[src/hw/rtl/itoa_pkg.sv]
`timescale 1ns / 1ps
// ----------------------------------------------------------------------------
// itoa_pkg
// Shared types, constants and helpers of the integer to ASCII formatter.
// ----------------------------------------------------------------------------
package itoa_pkg;

  localparam int ValueW     = 16;
  localparam int RadixW     = 5;
  localparam int DigitDepth = 17;
  localparam int DigitIdxW  = $clog2(DigitDepth);
  localparam int StepCntW   = $clog2(ValueW);

  localparam logic [6:0] CharZero  = 7'h30;
  localparam logic [6:0] CharNine  = 7'h39;
  localparam logic [6:0] CharSpace = 7'h20;
  localparam logic [6:0] CharMinus = 7'h2d;
  localparam logic [6:0] UpperOff  = 7'd7;
  localparam logic [6:0] LowerOff  = 7'd39;

  typedef enum logic [2:0] {
    StIdle,
    StDivide,
    StSetup,
    StPadL,
    StDigits,
    StPadR
  } state_e;

  typedef struct packed {
    logic              start;
    logic [ValueW-1:0] dividend;
    logic [RadixW-1:0] divisor;
  } div_req_t;

  typedef struct packed {
    logic              done;
    logic [ValueW-1:0] quot;
    logic [RadixW-1:0] rem;
  } div_rsp_t;

  function automatic logic [6:0] digit_char(input logic [RadixW-1:0] d, input logic lower);
    logic [6:0] t;
    t = CharZero + {2'b00, d};
    if (t > CharNine) begin
      t = t + (lower ? LowerOff : UpperOff);
    end
    return t;
  endfunction

endpackage

[src/hw/rtl/itoa_div.sv]
`timescale 1ns / 1ps
// ----------------------------------------------------------------------------
// itoa_div
// Bit-serial restoring divider: 16-bit dividend by a small radix, one
// quotient bit per cycle, done pulse with quotient and remainder.
// ----------------------------------------------------------------------------
module itoa_div (
  input  logic                clk_i,
  input  logic                rst_ni,
  input  itoa_pkg::div_req_t  req_i,
  output itoa_pkg::div_rsp_t  rsp_o
);

  logic                          busy_q, busy_d;
  logic                          done_q, done_d;
  logic [itoa_pkg::StepCntW-1:0] cnt_q, cnt_d;
  logic [itoa_pkg::ValueW-1:0]   quo_q, quo_d;
  logic [itoa_pkg::RadixW-1:0]   rem_q, rem_d;
  logic [itoa_pkg::RadixW-1:0]   dvs_q, dvs_d;
  logic [itoa_pkg::RadixW:0]     trial;

  // partial remainder shifted left with the next dividend bit
  assign trial = {rem_q, quo_q[itoa_pkg::ValueW-1]};

  always_comb begin
    busy_d = busy_q;
    done_d = 1'b0;
    cnt_d  = cnt_q;
    quo_d  = quo_q;
    rem_d  = rem_q;
    dvs_d  = dvs_q;
    if (req_i.start) begin
      busy_d = 1'b1;
      cnt_d  = '0;
      quo_d  = req_i.dividend;
      rem_d  = '0;
      dvs_d  = req_i.divisor;
    end else if (busy_q) begin
      if (trial >= {1'b0, dvs_q}) begin
        rem_d = itoa_pkg::RadixW'(trial - {1'b0, dvs_q});
        quo_d = {quo_q[itoa_pkg::ValueW-2:0], 1'b1};
      end else begin
        rem_d = trial[itoa_pkg::RadixW-1:0];
        quo_d = {quo_q[itoa_pkg::ValueW-2:0], 1'b0};
      end
      cnt_d = cnt_q + 1'b1;
      if (cnt_q == {itoa_pkg::StepCntW{1'b1}}) begin
        busy_d = 1'b0;
        done_d = 1'b1;
      end
    end
  end

  always_ff @(posedge clk_i or negedge rst_ni) begin
    if (!rst_ni) begin
      busy_q <= 1'b0;
      done_q <= 1'b0;
      cnt_q  <= '0;
    end else begin
      busy_q <= busy_d;
      done_q <= done_d;
      cnt_q  <= cnt_d;
    end
  end

  always_ff @(posedge clk_i) begin
    quo_q <= quo_d;
    rem_q <= rem_d;
    dvs_q <= dvs_d;
  end

  assign rsp_o.done = done_q;
  assign rsp_o.quot = quo_q;
  assign rsp_o.rem  = rem_q;

endmodule

[src/hw/rtl/integer_to_ascii_formatter_top.sv]
`timescale 1ns / 1ps
// Sequence: after the input transfer the divider yields one digit per division, then a setup
// step sizes the padding; the characters follow whenever the sink is ready.
// Flow: one number at a time; the bit-serial divider sets the digit time.
// Reset: rst_ni clears the sequencer, divider control and output valid at once;
// the digit buffer and payload registers are not reset.
// ----------------------------------------------------------------------------
// integer_to_ascii_formatter_top
// Formats a 16-bit value in radix 2..17 with sign, letter case and padding,
// streaming one ASCII character per output transfer.
// ----------------------------------------------------------------------------
module integer_to_ascii_formatter_top #(
  parameter int MAX_WIDTH = 64
) (
  input  logic              clk_i,
  input  logic              rst_ni,
  input  logic              in_valid_i,
  output logic              in_ready_o,
  input  logic [15:0]       value_i,
  input  logic signed [7:0] field_width_i,
  input  logic [3:0]        radix_minus_two_i,
  input  logic              is_signed_i,
  input  logic              lower_case_i,
  input  logic              zero_pad_i,
  output logic              out_valid_o,
  input  logic              out_ready_i,
  output logic [6:0]        out_char_o,
  output logic              last_char_o
);

  localparam int PadW = $clog2(MAX_WIDTH + 1);
  localparam logic signed [7:0] MaxW = 8'(MAX_WIDTH);
  localparam logic signed [7:0] MinW = 8'(-MAX_WIDTH);

  itoa_pkg::state_e state_q, state_d;

  logic signed [7:0]                 width_q, width_d;
  logic                              lower_q, lower_d;
  logic                              zpad_q, zpad_d;
  logic                              neg_q, neg_d;
  logic [itoa_pkg::RadixW-1:0]       radix_q, radix_d;
  logic [itoa_pkg::DigitIdxW-1:0]    len_q, len_d;
  logic [itoa_pkg::DigitIdxW-1:0]    idx_q, idx_d;
  logic [PadW-1:0]                   lpad_q, lpad_d;
  logic [PadW-1:0]                   rpad_q, rpad_d;
  logic                              out_valid_q, out_valid_d;
  logic [6:0]                        out_char_q, out_char_d;
  logic                              out_last_q, out_last_d;

  logic [6:0] digit_buf_q [itoa_pkg::DigitDepth];
  logic                           buf_we;
  logic [itoa_pkg::DigitIdxW-1:0] buf_waddr;
  logic [6:0]                     buf_wdata;

  itoa_pkg::div_req_t div_req;
  itoa_pkg::div_rsp_t div_rsp;

  logic                           out_free;
  logic signed [7:0]              width_sat;
  logic                           in_neg;
  logic [itoa_pkg::DigitIdxW-1:0] len_eff;
  logic signed [8:0]              diff_l, diff_r, neg_w;

  itoa_div u_div (
    .clk_i  (clk_i),
    .rst_ni (rst_ni),
    .req_i  (div_req),
    .rsp_o  (div_rsp)
  );

  assign out_free = !out_valid_q || out_ready_i;
  assign in_neg   = is_signed_i && value_i[15];

  always_comb begin
    if (field_width_i > MaxW) begin
      width_sat = MaxW;
    end else if (field_width_i < MinW) begin
      width_sat = MinW;
    end else begin
      width_sat = field_width_i;
    end
  end

  // pad lengths from the saturated width and the text length with sign
  assign len_eff = len_q + {{(itoa_pkg::DigitIdxW-1){1'b0}}, neg_q};
  assign diff_l  = {width_q[7], width_q} - {4'b0000, len_eff};
  assign neg_w   = 9'sd0 - {width_q[7], width_q};
  assign diff_r  = neg_w - {4'b0000, len_eff};

  always_comb begin
    state_d     = state_q;
    width_d     = width_q;
    lower_d     = lower_q;
    zpad_d      = zpad_q;
    neg_d       = neg_q;
    radix_d     = radix_q;
    len_d       = len_q;
    idx_d       = idx_q;
    lpad_d      = lpad_q;
    rpad_d      = rpad_q;
    out_valid_d = out_valid_q;
    out_char_d  = out_char_q;
    out_last_d  = out_last_q;
    buf_we      = 1'b0;
    buf_waddr   = len_q;
    buf_wdata   = itoa_pkg::CharMinus;
    div_req     = '0;
    div_req.divisor = radix_q;
    div_req.dividend = div_rsp.quot;

    if (out_valid_q && out_ready_i) begin
      out_valid_d = 1'b0;
    end

    unique case (state_q)
      itoa_pkg::StIdle: begin
        if (in_valid_i) begin
          width_d  = width_sat;
          lower_d  = lower_case_i;
          zpad_d   = zero_pad_i;
          neg_d    = in_neg;
          radix_d  = {1'b0, radix_minus_two_i} + 5'd2;
          len_d    = '0;
          div_req.start    = 1'b1;
          div_req.divisor  = {1'b0, radix_minus_two_i} + 5'd2;
          div_req.dividend = in_neg ? 16'(17'h10000 - {1'b0, value_i}) : value_i;
          state_d  = itoa_pkg::StDivide;
        end
      end
      itoa_pkg::StDivide: begin
        if (div_rsp.done) begin
          buf_we    = 1'b1;
          buf_wdata = itoa_pkg::digit_char(div_rsp.rem, lower_q);
          len_d     = len_q + 1'b1;
          if (div_rsp.quot != '0) begin
            div_req.start = 1'b1;
          end else begin
            state_d = itoa_pkg::StSetup;
          end
        end
      end
      itoa_pkg::StSetup: begin
        buf_we = neg_q;
        len_d  = len_eff;
        idx_d  = len_eff - 1'b1;
        lpad_d = (!width_q[7] && !diff_l[8] && diff_l != '0) ? diff_l[PadW-1:0] : '0;
        rpad_d = (width_q[7] && !diff_r[8] && diff_r != '0) ? diff_r[PadW-1:0] : '0;
        if (!width_q[7] && !diff_l[8] && diff_l != '0) begin
          state_d = itoa_pkg::StPadL;
        end else begin
          state_d = itoa_pkg::StDigits;
        end
      end
      itoa_pkg::StPadL: begin
        if (out_free) begin
          out_valid_d = 1'b1;
          out_char_d  = zpad_q ? itoa_pkg::CharZero : itoa_pkg::CharSpace;
          out_last_d  = 1'b0;
          lpad_d      = lpad_q - 1'b1;
          if (lpad_q == PadW'(1)) begin
            state_d = itoa_pkg::StDigits;
          end
        end
      end
      itoa_pkg::StDigits: begin
        if (out_free) begin
          out_valid_d = 1'b1;
          out_char_d  = digit_buf_q[idx_q];
          out_last_d  = (idx_q == '0) && (rpad_q == '0);
          idx_d       = idx_q - 1'b1;
          if (idx_q == '0) begin
            state_d = (rpad_q != '0) ? itoa_pkg::StPadR : itoa_pkg::StIdle;
          end
        end
      end
      itoa_pkg::StPadR: begin
        if (out_free) begin
          out_valid_d = 1'b1;
          out_char_d  = itoa_pkg::CharSpace;
          out_last_d  = (rpad_q == PadW'(1));
          rpad_d      = rpad_q - 1'b1;
          if (rpad_q == PadW'(1)) begin
            state_d = itoa_pkg::StIdle;
          end
        end
      end
      default: begin
        state_d = itoa_pkg::StIdle;
      end
    endcase
  end

  always_ff @(posedge clk_i or negedge rst_ni) begin
    if (!rst_ni) begin
      state_q     <= itoa_pkg::StIdle;
      out_valid_q <= 1'b0;
      len_q       <= '0;
      idx_q       <= '0;
      lpad_q      <= '0;
      rpad_q      <= '0;
    end else begin
      state_q     <= state_d;
      out_valid_q <= out_valid_d;
      len_q       <= len_d;
      idx_q       <= idx_d;
      lpad_q      <= lpad_d;
      rpad_q      <= rpad_d;
    end
  end

  always_ff @(posedge clk_i) begin
    width_q    <= width_d;
    lower_q    <= lower_d;
    zpad_q     <= zpad_d;
    neg_q      <= neg_d;
    radix_q    <= radix_d;
    out_char_q <= out_char_d;
    out_last_q <= out_last_d;
  end

  always_ff @(posedge clk_i) begin
    if (buf_we) begin
      digit_buf_q[buf_waddr] <= buf_wdata;
    end
  end

  assign in_ready_o  = (state_q == itoa_pkg::StIdle);
  assign out_valid_o = out_valid_q;
  assign out_char_o  = out_char_q;
  assign last_char_o = out_last_q;

endmodule

[config.mk]
export PLATFORM = sky130hd
export DESIGN_NAME = integer_to_ascii_formatter_top
export DESIGN_NICKNAME = d
export VERILOG_FILES = /design/src/hw/rtl/itoa_pkg.sv /design/src/hw/rtl/itoa_div.sv /design/src/hw/rtl/integer_to_ascii_formatter_top.sv
export SDC_FILE = /design/constraint.sdc
export NUM_CORES = 1
export LEC_CHECK = 0
export ABC_AREA = 0
export BUFFER_PORTS_ARGS = -buffer_cell sky130_fd_sc_hd__buf_4
export CORE_MARGIN = 2
export CORE_UTILIZATION = 50
export CTS_BUF_LIST = sky130_fd_sc_hd__clkbuf_8
export DETAILED_ROUTE_END_ITERATION = 10
export PLACE_DENSITY_LB_ADDON = 0.08
export SYNTH_ARGS = -nofsm -noshare
export SYNTH_HDL_FRONTEND = slang
export SYNTH_HIERARCHICAL = 1
export SYNTH_SLANG_ARGS = --single-unit
[constraint.sdc]
create_clock -name clk_i -period 3.4 [get_ports clk_i]
set_input_delay 0.68 -clock clk_i [delete_from_list [all_inputs] [get_ports clk_i]]
set_output_delay 0.68 -clock clk_i [all_outputs]
set_load 0.02 [all_outputs]
* Yosys cells after proc, flatten, opt, wreduce, memory -nomap -nowiden
Memory sizes are Yosys's and may differ from the RTL's. Index checks and enable logic that the tools add are counted.
Cells by class: magnitude comparators 4, equal/unequal tests 19, reduce and logical (&&, ||, !) cells 35, muxes and demuxes 62, $add $sub $neg 15
Operator list (count):
- 7-bit 2-to-1 mux | 10
- 16-bit 2-to-1 mux | 3
- 3-bit 2-to-1 mux | 11
- 7-bit case mux with 2 select lines | 2
- 5-bit 2-to-1 mux | 5
- 22-bit 2-to-1 mux | 1
- 21-bit 2-to-1 mux | 1
- 7-bit case mux with 3 select lines | 1
- 2-bit inequality test, second input constant | 10
- 1-bit 2-to-1 mux | 18
- 3-bit case mux with 6 select lines | 1
- 9-bit nonzero test | 2
- 16-bit nonzero test | 1
- 1-bit by 16-bit subtractor with 16-bit output, first input constant | 1
- 5-bit case mux with 3 select lines | 1
- 7-bit by 1-bit equality test with 1-bit output, second input constant | 2
- 7-bit by 1-bit subtractor with 7-bit output, second input constant | 2
- 5-bit case mux with 2 select lines | 1
- 5-bit by 1-bit subtractor with 5-bit output, second input constant | 2
- 9-bit AND reduction | 1
- 1-bit by 8-bit subtractor with 9-bit output, first input constant | 1
- 8-bit by 6-bit subtractor with 9-bit output | 1
- 9-bit by 5-bit subtractor with 9-bit output | 1
- 8-bit > comparator, second input constant | 1
- other kinds (34) | 55
Storage, ports and cells: register bits after elaboration 84, memory bits (writable) 119, word-level logic and storage cells 156, input bits 35, memories 1, output and inout bits 10
Memories:
- digit_buf_q | words 17, width 7, read ports 1, clocked after memory_dff 0, write ports 1, line integer_to_ascii_formatter_top.sv:50 | logic [6:0] digit_buf_q [itoa_pkg::DigitDepth];

* Depth between registers and ports, before layout
Gate-level depths: netlist of run 1.
word-level depth 7, mapped depth 13, mapped depth without buffers 13

* Cells and area by module
Netlist of run 1, hierarchy kept.
Modules (own cells, without submodules):
- integer_to_ascii_formatter_top | sequential area each 4994.8 um2, times used 1, area each 8800.9 um2, cells an instance 704
- itoa_div | sequential area each 880.8 um2, times used 1, area each 1572.8 um2, cells an instance 121

* Worst setup path after synthesis of run 1
Ideal clock, no wire load.
path type register to register, start reg len_q (netlist bit buf_waddr[0]), end reg state_q[2], stages on the path, launching flop included 14, path buffers 0, data required time 3.296 ns, path slack -0.245 ns, arrival time 3.542 ns, setup time 0.104 ns, period minus slack after synthesis 3.645 ns, path through dfrtp_1 ha_1 ha_1 fa_1 inv_1 maj3_2 maj3_2 a221oi_1 nand2_1 ha_1 nand3b_1 or4_1 or3_1 o41ai_2
On the way: word-level cells in the longest chain between the ends 7, elaborated cells on any way between the ends 8, those cells by class 2 x add/sub; 2 x mux; 4 x reduce/logical
Ends and longest elaborated chain:
- start, declared | line integer_to_ascii_formatter_top.sv:42 | logic [itoa_pkg::DigitIdxW-1:0] len_q, len_d;
- start signal, assigned | line integer_to_ascii_formatter_top.sv:204 | len_q <= len_d;
- 5-bit by 1-bit adder with 5-bit output * | line integer_to_ascii_formatter_top.sv:85 | assign len_eff = len_q + {{(itoa_pkg::DigitIdxW-1){1'b0}}, neg_q};
- 8-bit by 6-bit subtractor with 9-bit output * | line integer_to_ascii_formatter_top.sv:86 | assign diff_l = {width_q[7], width_q} - {4'b0000, len_eff};
- parallel branches: the longest is 2 deep, another holds 9-bit nonzero test
- 1-bit logical AND * | line integer_to_ascii_formatter_top.sv:148 | if (!width_q[7] && !diff_l[8] && diff_l != '0) begin
- 3-bit 2-to-1 mux * | line integer_to_ascii_formatter_top.sv:148
- 3-bit case mux with 6 select lines * | line integer_to_ascii_formatter_top.sv:115 | unique case (state_q)
- end signal, assigned | line integer_to_ascii_formatter_top.sv:195 | state_q <= itoa_pkg::StIdle;
- end signal, assigned | line integer_to_ascii_formatter_top.sv:202 | state_q <= state_d;
- end, declared | line integer_to_ascii_formatter_top.sv:35 | itoa_pkg::state_e state_q, state_d;
Mark *: on every way between the ends. A chain may end at the register's enable or synchronous reset.

* Final worst setup path of run 1
start reg neg_q, end reg state_q[2]
On the way: word-level cells in the longest chain between the ends 7, elaborated cells on any way between the ends 8, those cells by class 2 x add/sub; 2 x mux; 4 x reduce/logical
Ends and longest elaborated chain:
- start, declared | line integer_to_ascii_formatter_top.sv:40 | logic neg_q, neg_d;
- start signal, assigned | line integer_to_ascii_formatter_top.sv:215 | neg_q <= neg_d;
- 5-bit by 1-bit adder with 5-bit output * | line integer_to_ascii_formatter_top.sv:85
- 8-bit by 6-bit subtractor with 9-bit output * | line integer_to_ascii_formatter_top.sv:86
- parallel branches: the longest is 2 deep, another holds 9-bit nonzero test
- 1-bit logical AND * | line integer_to_ascii_formatter_top.sv:148
- 3-bit 2-to-1 mux * | line integer_to_ascii_formatter_top.sv:148
- 3-bit case mux with 6 select lines * | line integer_to_ascii_formatter_top.sv:115
Marked as above.

==> results of run 1 <==
[cell families (layout without fill, tap and decap cells)]
kind of cell | count (synthesis) | in the layout | synth area share [%]
and+or+nand+nor | 234 | 234 | 11.0
DFF | 203 | 203 | 56.6
AOI/OAI and AO/OA | 163 | 163 | 10.0
buffers and inverters | 77 | 190 | 2.88
muxes | 64 | 64 | 10.6
adders and majority gates | 47 | 47 | 5.79
xor gates and xnor gates | 37 | 37 | 3.12
[what timing repair did]
item,CTS,global route
resized for setup,3,4
endpoints found under the setup margin,3,3
pin swaps,0,2
setup buffers,0,0
[worst max-delay path, cell delays in order (launching register included)]
cell and delay [ns]:
edfxtp_1 0.43, ha_4 0.20, ha_4 0.27, fa_1 0.17, inv_2 0.05, maj3_2 0.30, maj3_2 0.34, a221oi_4 0.25
nand2_1 0.09, ha_1 0.26, nand3b_1 0.15, or4_4 0.43, or3_1 0.33, o41ai_2 0.22
[flip-flops by register name, indices dropped and copies added, names as in the netlist, 7 cells and up]
register / flops
width_q: 8
lpad_q: 7
out_char_o: 7
digit_buf_q: 119
rpad_q: 7
u_div/quo_q: 16
[layout make-up]
class / instances / area [um2] / area share, %
Multi-Input combinational cell: 545 / 4280 / 35.8
Clock inverter: 26 / 138 / 1.15
Inverter: 45 / 169 / 1.41
Sequential cell: 203 / 5880 / 49.1
Tap cell: 270 / 338 / 2.82
Timing Repair Buffer: 80 / 626 / 5.23
Clock buffer: 39 / 537 / 4.49
[metrics by stage]
stage | setup slack, ns | cells | hold WS [ns] | total power, uW | TNS, ns
floorplan | -0.0626 | 825 | 0.384 | 6220 | -0.0626
global placement | -0.0878 | 1143 | 0.494 | 7280 | -0.0878
detailed placement | -0.174 | 1143 | 0.513 | 7440 | -0.341
CTS | -0.179 | 1208 | 0.106 | 9580 | -0.284
global route | -0.288 | 1208 | 0.138 | 10200 | -0.600
finish | -0.173 | 1208 | 0.112 | 9580 | -0.234
[final timing paths]
path | end | depth (start not counted)
setup reg to reg | state_q[2]$_DFFE_PN0P_ | 13
hold / removal | out_valid_o$_DFF_PN0_ | 1
hold reg to reg | u_div/dvs_q[0]$_DFFE_PP_ | 2
setup / recovery | state_q[2]$_DFFE_PN0P_ | 13
max in group asynchronous | buf_waddr[0]$_DFFE_PN0P_ | 1
min in group clk_i | width_q[7]$_SDFFCE_PP0P_ | 1
[power by group through the flow]
stage	logic (uW)	registers, uW	clock network (uW)
5_1_grt	4240	3710	2260
3_5_place_dp	3760	3680	0
2_1_floorplan	2760	3460	0
3_3_place_gp	3620	3660	0
4_1_cts	3800	3640	2150
6_report	3850	3630	2100
[cell usage in the layout (no fill, tap or decap), types with 7 or more instances in the layout]
cell	Yosys	layout
edfxtp_1	164	164
buf_4	1	78
nand2_1	71	71
nor2_1	65	65
inv_1	43	58
o21ai_0	50	48
a21oi_1	48	48
clkbuf_8	0	39
ha_1	39	36
mux4_2	35	35
dfrtp_1	34	32
xnor2_1	21	21
mux2_2	18	18
xor2_1	16	16
nand3_1	12	12
nor3_1	12	12
mux2i_1	11	11
nand2b_1	10	10
nor4_1	11	10
nor2b_1	8	8
and2_1	8	8
a31oi_1	8	8
or3_1	7	7
[metal layers]
metal  vias to the layer above  GRT usage (%)  wire length (um)
met1                      3460           29.4             10200
met3                        40           3.77              1030
met2                       170           36.8             11500
met4                         0           6.52               484
met5                         -              0                 0
li1                       3288              -                 -
==> qor.yml, run 1 <==
power:
  switching_power_uw: 3540
  p_comb_share_pct: 40.2
  power.share.switching_pct: 37.0
  p_per_area_nw_per_um2: 800
  power_frac_seq_pct: 37.9
  vdd_drop_max_v: 0.000639
  p_clk_share_pct: 21.9
  leakage_uw: 0.00471
  power.internal_uw: 6040
finish:
  fillCellCount: 1687
  final_nets: 989
  design_area_um2: 12000
  num_antenna_cells: 0
  utilization_pct: 58.9
  drive_above_1_share_pct: 21.7
  area_growth_pct: 15.4
logic_synthesis:
  avgSynthCellArea_um2: 12.6
  synth_edf_count: 164
  synth_cells: 825
  yosysWarnings: 6
  seq_area_frac_synth_pct: 56.6
  yosysTopAreaCellShare_pct: 47.5
  post-synth-top-count-cell: "edfxtp_1"
  async_reset_ff_share_pct: 16.7
  netlist_top_cells_area: "edfxtp_1 47%, dfrtp_1 8.2%, mux4_2 7.6%"
  ys_ff_latch: 203
  synthesis.area_um2: 10400
  synth_top_area_cell: "edfxtp_1"
  yosys-top-cells-count: "164 x edfxtp_1, 71 x nand2_1, 65 x nor2_1"
  synth_ff_type: "edfxtp_1"
  synth.distinct_cells: 69
  syn_nets: 902
sta:
  fmax_ghz: 0.280
  finalSetupViolCount: 2
  slew_headroom_pct: 12.9
  rsz0062_at_grt: "yes"
  min_period_ns: 3.57
  layout_setup_ws_ns: -0.173
  skew_ns: 0.0247
  period_share_pct: 105
  slew_violations: 0
  tightestPinTransition_ns: 1.30
  hold_violations: 0
clocking:
  cts_max_path_buffers: 3
  cts_htree_levels: 2
  postCtsHoldBufs: 0
  root_buffer: "clkbuf_8"
  cts_sinks: 203
  clk_latency_ns: 0.53
  cts_tree: "built"
  path_clk_slew_ns: 0.06
  cts_inserted_buffers: 37
placed_design:
  gp_routability_congestion: 0.817
  hpwl_um: 16500
  port_buffers: 44
  place_area_um2: 11300
global_route:
  antenna_found_initial: 0
  grt_pass1_wl_um: 37500
  grtUsageTotal_pct: 21.9
  grt_max_degree: 35
  overflow: 0
  grt_pass1_vias: 7086
floorplanning:
  die_w_um: 148
  fp.coreArea_um2: 20300
  rows: 52
  die_area_um2: 21900
  start_util_pct: 51.1
  fp.dieH_um: 148
  ios: 45
critical_path:
  cp-startpoint: "neg_q$_DFFE_PP_"
  r2r_setup_slack_ns: -0.17
  path_max_fanout: 2
  worst_ep_arrival_time_ns: 3.99
  worstSetupEndpointType: "register"
  r2r-start: "neg_q$_DFFE_PP_"
  critical_path_class: "register to register"
  cp-start-kind: "register"
  required_ns: 3.82
routing:
  num_vias: 6958
  ant_nets: 0
  routedWlPerCell_um: 19.3
  drt-pass1-iter-count: 8
  drc_errors: 0
  drtIter0Drc: 553
  routed_via_density: 5.76
  routed_wl_um: 23300
worst_hold_path:
  hold_class: "primary input to async pin"
status:
  outcome: "finished, violations left"
  violations: "negative setup slack"
flow_run:
  cap_viol_max_count: 0
Power figures use the tool's default switching activity.
==> run 2: changes to the inputs <==
SYNTH_HIERARCHICAL = unset   (was 1)
==> qor.yml, run 2 <==
critical_path:
  critical_path_class: "register to register"
  slowest_delay_ns: 0.39  # -0.04 ns
  cp_common_cell: "maj3_2"
  path_cells: "ha_2 > ha_4 > inv_1 > ha_1 > o21bai_1 > maj3_2 > maj3_2 > maj3_1 > xnor2_1 > or3_4 > o221a_2"
  worstSetupEndpointType: "register"
  path_max_fanout: 5  # +3
  cp-start-kind: "register"
  slowest_stage: "edfxtp_1"
  required_ns: 3.82  # about the same
  worst_ep_arrival_time_ns: 3.66  # -0.33 ns
global_route:
  overflow: 0  # unchanged
  grt_pass1_wl_um: 36200  # -3.2%
  antenna_found_initial: 0  # unchanged
  grtUsageTotal_pct: 21.3  # -0.55 points
  grt_max_degree: 35  # unchanged
  grt_pass1_vias: 6962  # -1.7%
power:
  power_frac_seq_pct: 38.9  # +1.0 points
  power.internal_uw: 5960  # -1.2%
  vdd_drop_max_v: 0.000392  # -39%
  leakage_uw: 0.00451  # -4.2%
  p_comb_share_pct: 38.6  # -1.6 points
  power.share.switching_pct: 38.2  # +1.2 points
  p_per_area_nw_per_um2: 825  # +3.0%
  switching_power_uw: 3680  # +3.8%
  power_uw: 9640  # +0.65%
  p_clk_share_pct: 22.6  # +0.7 points
placed_design:
  gp_routability_congestion: 0.845  # +3.3%
  hpwl_um: 15700  # -4.7%
  port_buffers: 44  # unchanged
  place_ws_ns: 0.00525  # +0.179 ns
  post-place-cells: 1137  # -0.52%
floorplanning:
  ios: 45  # unchanged
  rows: 52  # unchanged
  fp.dieH_um: 147  # -1.0%
  fp.coreArea_um2: 20100  # -0.96%
  die_w_um: 147  # -1.0%
  die_area_um2: 21500  # -2.0%
  start_util_pct: 50.5  # -0.56 points
clocking:
  cts_htree_levels: 2  # unchanged
  cts_tree: "built"
  cts_max_path_buffers: 3  # unchanged
  postCtsHoldBufs: 0  # unchanged
  cts_sinks: 203  # unchanged
  cts_setup_buffers: 0  # unchanged
  cts_inserted_buffers: 36  # -2.7%
  clk_latency_ns: 0.53  # about the same
  path_clk_slew_ns: 0.06  # about the same
  root_buffer: "clkbuf_8"
logic_synthesis:
  syn_nets: 902  # unchanged
  netlist_top_cells_area: "edfxtp_1 48%, dfrtp_1 8.4%, mux4_2 7.8%"
  yosysTopAreaCellShare_pct: 48.5  # +0.99 points
  post-synth-top-count-cell: "edfxtp_1"
  yosysWarnings: 0  # -6
  async_reset_ff_share_pct: 16.7  # unchanged
  synth_edf_count: 164  # unchanged
  synth_top_area_cell: "edfxtp_1"
  synth_cells: 826  # +0.12%
  avgSynthCellArea_um2: 12.3  # -2.2%
  seq_area_frac_synth_pct: 57.8  # +1.2 points
  synth_ff_type: "edfxtp_1"
  synth.distinct_cells: 59  # -14%
  yosys-top-cells-count: "164 x edfxtp_1, 80 x nand2_1, 72 x nor2_1"
  synthesis.area_um2: 10200  # -2.1%
  ys_ff_latch: 203  # unchanged
finish:
  num_antenna_cells: 0  # unchanged
  fillCellCount: 1638  # -2.9%
  utilization_pct: 58.1  # -0.80 points
  top_register: "digit_buf_q"
  reg_top3: "digit_buf_q (119), u_div.quo_q (16), width_q (8)"
  multi_input_area_um2: 4050  # -5.3%
  area_growth_pct: 15.0
  final_common_cell: "edfxtp_1"
  final_cell_mix: "164 x edfxtp_1, 80 x nand2_1, 75 x buf_4"
  final_nets: 981  # -0.81%
  regArea_um2: 5880  # about the same
  largest_register_ff_count: 119  # unchanged
  drive_above_1_share_pct: 19.4  # -2.3 points
  finalNonFillerCells: 1203  # -0.41%
sta:
  skew_ns: 0.0196  # -0.00510 ns
  period_share_pct: 95.4  # -9.7 points
  slew_violations: 0  # unchanged
  layout_setup_ws_ns: 0.155  # +0.329 ns
  hold_violations: 0  # unchanged
  tightestPinTransition_ns: 1.00  # -0.299 ns
  hold_slack_ns: 0.112  # -0.000464 ns
  slew_headroom_pct: 33.2  # +20 points
  fmax_ghz: 0.308  # +10%
  finalSetupViolCount: 0  # -2
  min_period_ns: 3.24  # -0.329 ns
routing:
  drc_errors: 0  # unchanged
  routed_wl_um: 22500  # -3.3%
  routedWlPerCell_um: 18.7  # -2.9%
  drtIter0Drc: 482  # -13%
  num_vias: 6851  # -1.5%
  ant_nets: 0  # unchanged
  drt-pass1-iter-count: 5  # -3
  routed_via_density: 5.69  # -1.1%
flow_run:
  cap_viol_max_count: 0  # unchanged
worst_hold_path:
  hold_class: "primary input to async pin"
status:
  outcome: "complete, no violations"
[run 2: cell count changes after synthesis, moves of 5 or more]
cell / delta
nor2_1: +7
a31oi_1: +5
nor3_1: +6
a21oi_1: +7
clkbuf_1: +8
nand2_1: +9
mux2_2: -17
[run 2: path summary, 6_finish.rpt]
path / from / to / slack [ns] / depth (start not counted)
max reg2reg: neg_q$_DFFE_PP_ / state_q[0]$_DFFE_PN0P_ / 0.16 / 11
min: rst_ni / rpad_q[4]$_DFFE_PN0P_ / 0.11 / 1
max in group asynchronous: rst_ni / idx_q[0]$_DFFE_PN0P_ / 2.92 / 1
min reg2reg: radix_q[1]$_DFFE_PP_ / u_div.dvs_q[1]$_DFFE_PP_ / 0.52 / 2
min in group clk_i: lower_case_i / lower_q$_DFFE_PP_ / 0.33 / 1
max: neg_q$_DFFE_PP_ / state_q[0]$_DFFE_PN0P_ / 0.16 / 11
[run 2: repair_timing]
action / 4_1_cts / 5_1_grt
gates resized for setup: 1 / 9
endpoints found under the hold margin: 0 / 0
pin swaps: 0 / 0
setup endpoints to repair: 2 / 4
[run 2: logic make-up (layout without fill, tap and decap cells)]
kind of cell    Yosys count  after routing  share of synthesized area (%)
buf+inv                  76            183                           2.83
mux                      47             47                           8.95
flops                   203            203                           57.8
compound gates          176            176                           10.5
fa+ha+maj                46             46                           5.79
xor+xnor                 36             36                           3.10
simple gates            242            242                           11.0
[run 2: worst max-delay path: cells and delay by family, from the launching register on]
family	cells	cell delay, ns
adder cells (fa/ha/maj)	6	1.74
buffers and inverters	1	0.07
AO/OA/AOI/OAI	2	0.40
AND/OR/NAND/NOR	1	0.37
flip-flops	1	0.39
XOR/XNOR	1	0.18
[run 2: area by class of cell]
class | count | area share (%)
timing repair buffer | 75 | 4.82
clock inverter | 27 | 1.40
tap | 270 | 2.89
clock buffer | 39 | 4.59
multi-input combinational | 547 | 34.7
sequential | 203 | 50.3
inverter | 42 | 1.35
[run 2: layer usage]
metal  track usage, %  up-vias  part of all wire, %
met5                0        -                    0
met4             5.83        0                  1.7
met3             4.09       32                  5.4
met2             34.9      184                   48
met1             29.6     3373                   45
li1                 -     3262                    -
[run 2: power by group through the flow]
| stage | Sequential [uW] | Combinational (uW) | Clock [uW] |
|---|---|---|---|
| 2_1_floorplan | 3500 | 2810 | 0 |
| 3_3_place_gp | 3770 | 3540 | 0 |
| 3_5_place_dp | 3790 | 3640 | 0 |
| 4_1_cts | 3740 | 3650 | 2230 |
| 5_1_grt | 3830 | 4120 | 2330 |
| 6_report | 3750 | 3720 | 2170 |
[run 2: metrics by stage]
step | cell area (um2) | TNS (ns)
floorplan | 10200 | 0
global placement | 10900 | 0
detailed placement | 10900 | 0
CTS | 11600 | -0.00932
global route | 11700 | -0.0413
finish | 11700 | 0
==> run 3: changes to the inputs <==
CELL_PAD_IN_SITES_DETAIL_PLACEMENT = 0   (was unset)
CELL_PAD_IN_SITES_GLOBAL_PLACEMENT = 1   (was unset)
CORE_UTILIZATION = 35   (was 50)
==> qor.yml, run 3 (synthesized netlist as in run 2, its figures left out) <==
status:
  outcome: "complete, no violations"
critical_path:
  worst_ep_arrival_time_ns: 3.63  # -0.03 ns
  cp-start-kind: "register"
  crit_family: "adder cells"
  cp_common_cell: "maj3_2"
  path_cells: "ha_2 > ha_4 > inv_1 > ha_1 > o21bai_1 > maj3_2 > maj3_2 > maj3_1 > xnor2_1 > or3_4 > o221a_2"
  path_max_fanout: 4  # -1
  slowest_stage: "edfxtp_1"
  path_buf_inv: 1  # unchanged
  slowest_delay_ns: 0.39  # about the same
  worstSetupEndpointType: "register"
  required_ns: 3.81  # about the same
  critical_path_class: "register to register"
placed_design:
  gp_routability_congestion: 0.831  # -1.7%
  port_buffers: 44  # unchanged
  post-place-cells: 1262  # +11%
  hpwl_um: 17300  # +10%
finish:
  num_antenna_cells: 0  # unchanged
  utilization_pct: 41.5  # -17 points
  final_nets: 992  # +1.1%
  reg_top3: "digit_buf_q (119), u_div.quo_q (16), width_q (8)"
  top_register: "digit_buf_q"
  area_growth_pct: 17.0
  final_common_cell: "edfxtp_1"
  finalNonFillerCells: 1326  # +10%
  final_cell_mix: "164 x edfxtp_1, 85 x buf_4, 80 x nand2_1"
  fillCellCount: 2715  # +66%
  largest_register_ff_count: 119  # unchanged
  drive_above_1_share_pct: 19.6  # +0.24 points
clocking:
  path_clk_slew_ns: 0.06  # about the same
  cts_max_path_buffers: 3  # unchanged
  cts_inserted_buffers: 36  # unchanged
  cts_tree: "built"
  cts_htree_levels: 2  # unchanged
  root_buffer: "clkbuf_8"
  clk_latency_ns: 0.52  # about the same
  cts_sinks: 203  # unchanged
sta:
  slew_violations: 0  # unchanged
  skew_ns: 0.0348  # +0.0152 ns
  min_period_ns: 3.22  # -0.0222 ns
  tns_ns: 0  # unchanged
  rsz0062_at_grt: "no"
  finalSetupViolCount: 0  # unchanged
  fmax_ghz: 0.310  # +0.69%
  hold_slack_ns: 0.116  # +0.00449 ns
  hold_violations: 0  # unchanged
  period_share_pct: 94.8  # -0.65 points
  tightestPinTransition_ns: 1.25  # +0.249 ns
  slew_headroom_pct: 16.1  # -17 points
power:
  switching_power_uw: 3720  # +1.2%
  p_per_area_nw_per_um2: 816  # -1.1%
  power.internal_uw: 5980  # +0.23%
  p_comb_share_pct: 40.2  # +1.6 points
  leakage_uw: 0.00458  # +1.4%
  vdd_drop_max_v: 0.000352  # -10%
  p_clk_share_pct: 21.8  # -0.8 points
  power_uw: 9700  # +0.58%
  power.share.switching_pct: 38.4  # +0.22 points
  power_frac_seq_pct: 38.0  # -0.9 points
global_route:
  overflow: 0  # unchanged
  grtUsageTotal_pct: 16.5  # -4.8 points
  grt_pass1_wl_um: 39600  # +9.3%
  grt_max_degree: 35  # unchanged
  grt_pass1_vias: 7106  # +2.1%
  antenna_found_initial: 1  # +1
floorplanning:
  rows: 62  # +19%
  fp.coreArea_um2: 28600  # +42%
  ios: 45  # unchanged
  fp.dieH_um: 174  # +19%
  die_area_um2: 30400  # +42%
  start_util_pct: 35.5  # -15 points
  die_w_um: 174  # +19%
routing:
  routedWlPerCell_um: 18.5  # -1.2%
  num_vias: 6875  # +0.35%
  drtIter0Drc: 476  # -1.2%
  routed_via_density: 5.18  # -9.0%
  drt-pass1-iter-count: 4  # -1
  drc_errors: 0  # unchanged
  routed_wl_um: 24500  # +8.9%
  ant_nets: 0  # unchanged
worst_hold_path:
  hold_class: "primary input to async pin"
flow_run:
  cap_viol_max_count: 0  # unchanged
run 3: changes by cell type in the layout (fill, tap and decap cells not counted), moves of 2 or more:
| cell | previous run | this run |
|---|---|---|
| buf_4 | 75 | 85 |
| clkinv_1 | 8 | 6 |
| clkinv_2 | 8 | 4 |
| inv_1 | 48 | 55 |
run 3: worst paths after layout:
| kind | slack, ns | cells after the start | startpoint | to |
|---|---|---|---|---|
| setup / recovery | 0.18 | 11 | neg_q$_DFFE_PP_ | state_q[0]$_DFFE_PN0P_ |
| hold / removal | 0.12 | 1 | rst_ni | lpad_q[4]$_DFFE_PN0P_ |
| setup reg to reg | 0.18 | 11 | neg_q$_DFFE_PP_ | state_q[0]$_DFFE_PN0P_ |
| hold reg to reg | 0.52 | 2 | radix_q[2]$_DFFE_PP_ | u_div.dvs_q[2]$_DFFE_PP_ |
| max in group asynchronous | 2.89 | 1 | rst_ni | idx_q[0]$_DFFE_PN0P_ |
| min in group clk_i | 0.35 | 1 | radix_minus_two_i[0] | radix_q[0]$_DFFE_PP_ |
run 3: worst reg2reg max path, stage by stage (launching register included):
cell      delay [ns]
edfxtp_1        0.39
ha_2            0.23
ha_4            0.30
inv_1           0.07
ha_1            0.18
o21bai_1        0.16
maj3_2          0.33
maj3_2          0.33
maj3_1          0.37
xnor2_1         0.18
or3_4           0.36
o221a_2         0.23
run 3: what timing repair did:
action,4_1_cts,5_1_grt
buffers inserted,0,0
hold endpoints to repair,0,0
hold buffers,0,0
setup endpoints to repair,0,10
gates resized for setup,0,9
run 3: metrics by stage:
stage | cell area (um2) | worst slack (ns)
floorplan | 10200 | 0.232
global placement | 11200 | 0.142
detailed placement | 11200 | 0.0987
CTS | 11800 | 0.0889
global route | 11900 | 0.0190
finish | 11900 | 0.178
run 3: layout make-up:
cell class              count  area, um2  area share [%]
flip-flops and latches    203       5880            49.5
multi-input cells         547       4050            34.1
repair buffers             86        658            5.54
clock buffers              38        523            4.40
well taps                 384        480            4.04
inverters                  42        158            1.33
clock inverters            26        139            1.17
run 3: per-layer routing:
layer	vias up	track usage [%]	part of all wire, %	routed length [um]
met5	-	0	0.053	13
met4	2	4.20	1.6	384
li1	3285	-	-	-
met1	3424	23.5	48	11700
met2	130	26.3	47	11500
met3	34	2.97	3.7	913
run 3: power by group through the flow:
stage                     sequential, uW  combinational [uW]  clock, uW
after floorplan                     3500                2810          0
after global placement              3720                3800          0
after detailed placement            3740                3840          0
after CTS                           3690                3860       2190
after global routing                3770                4350       2300
final                               3680                3900       2120
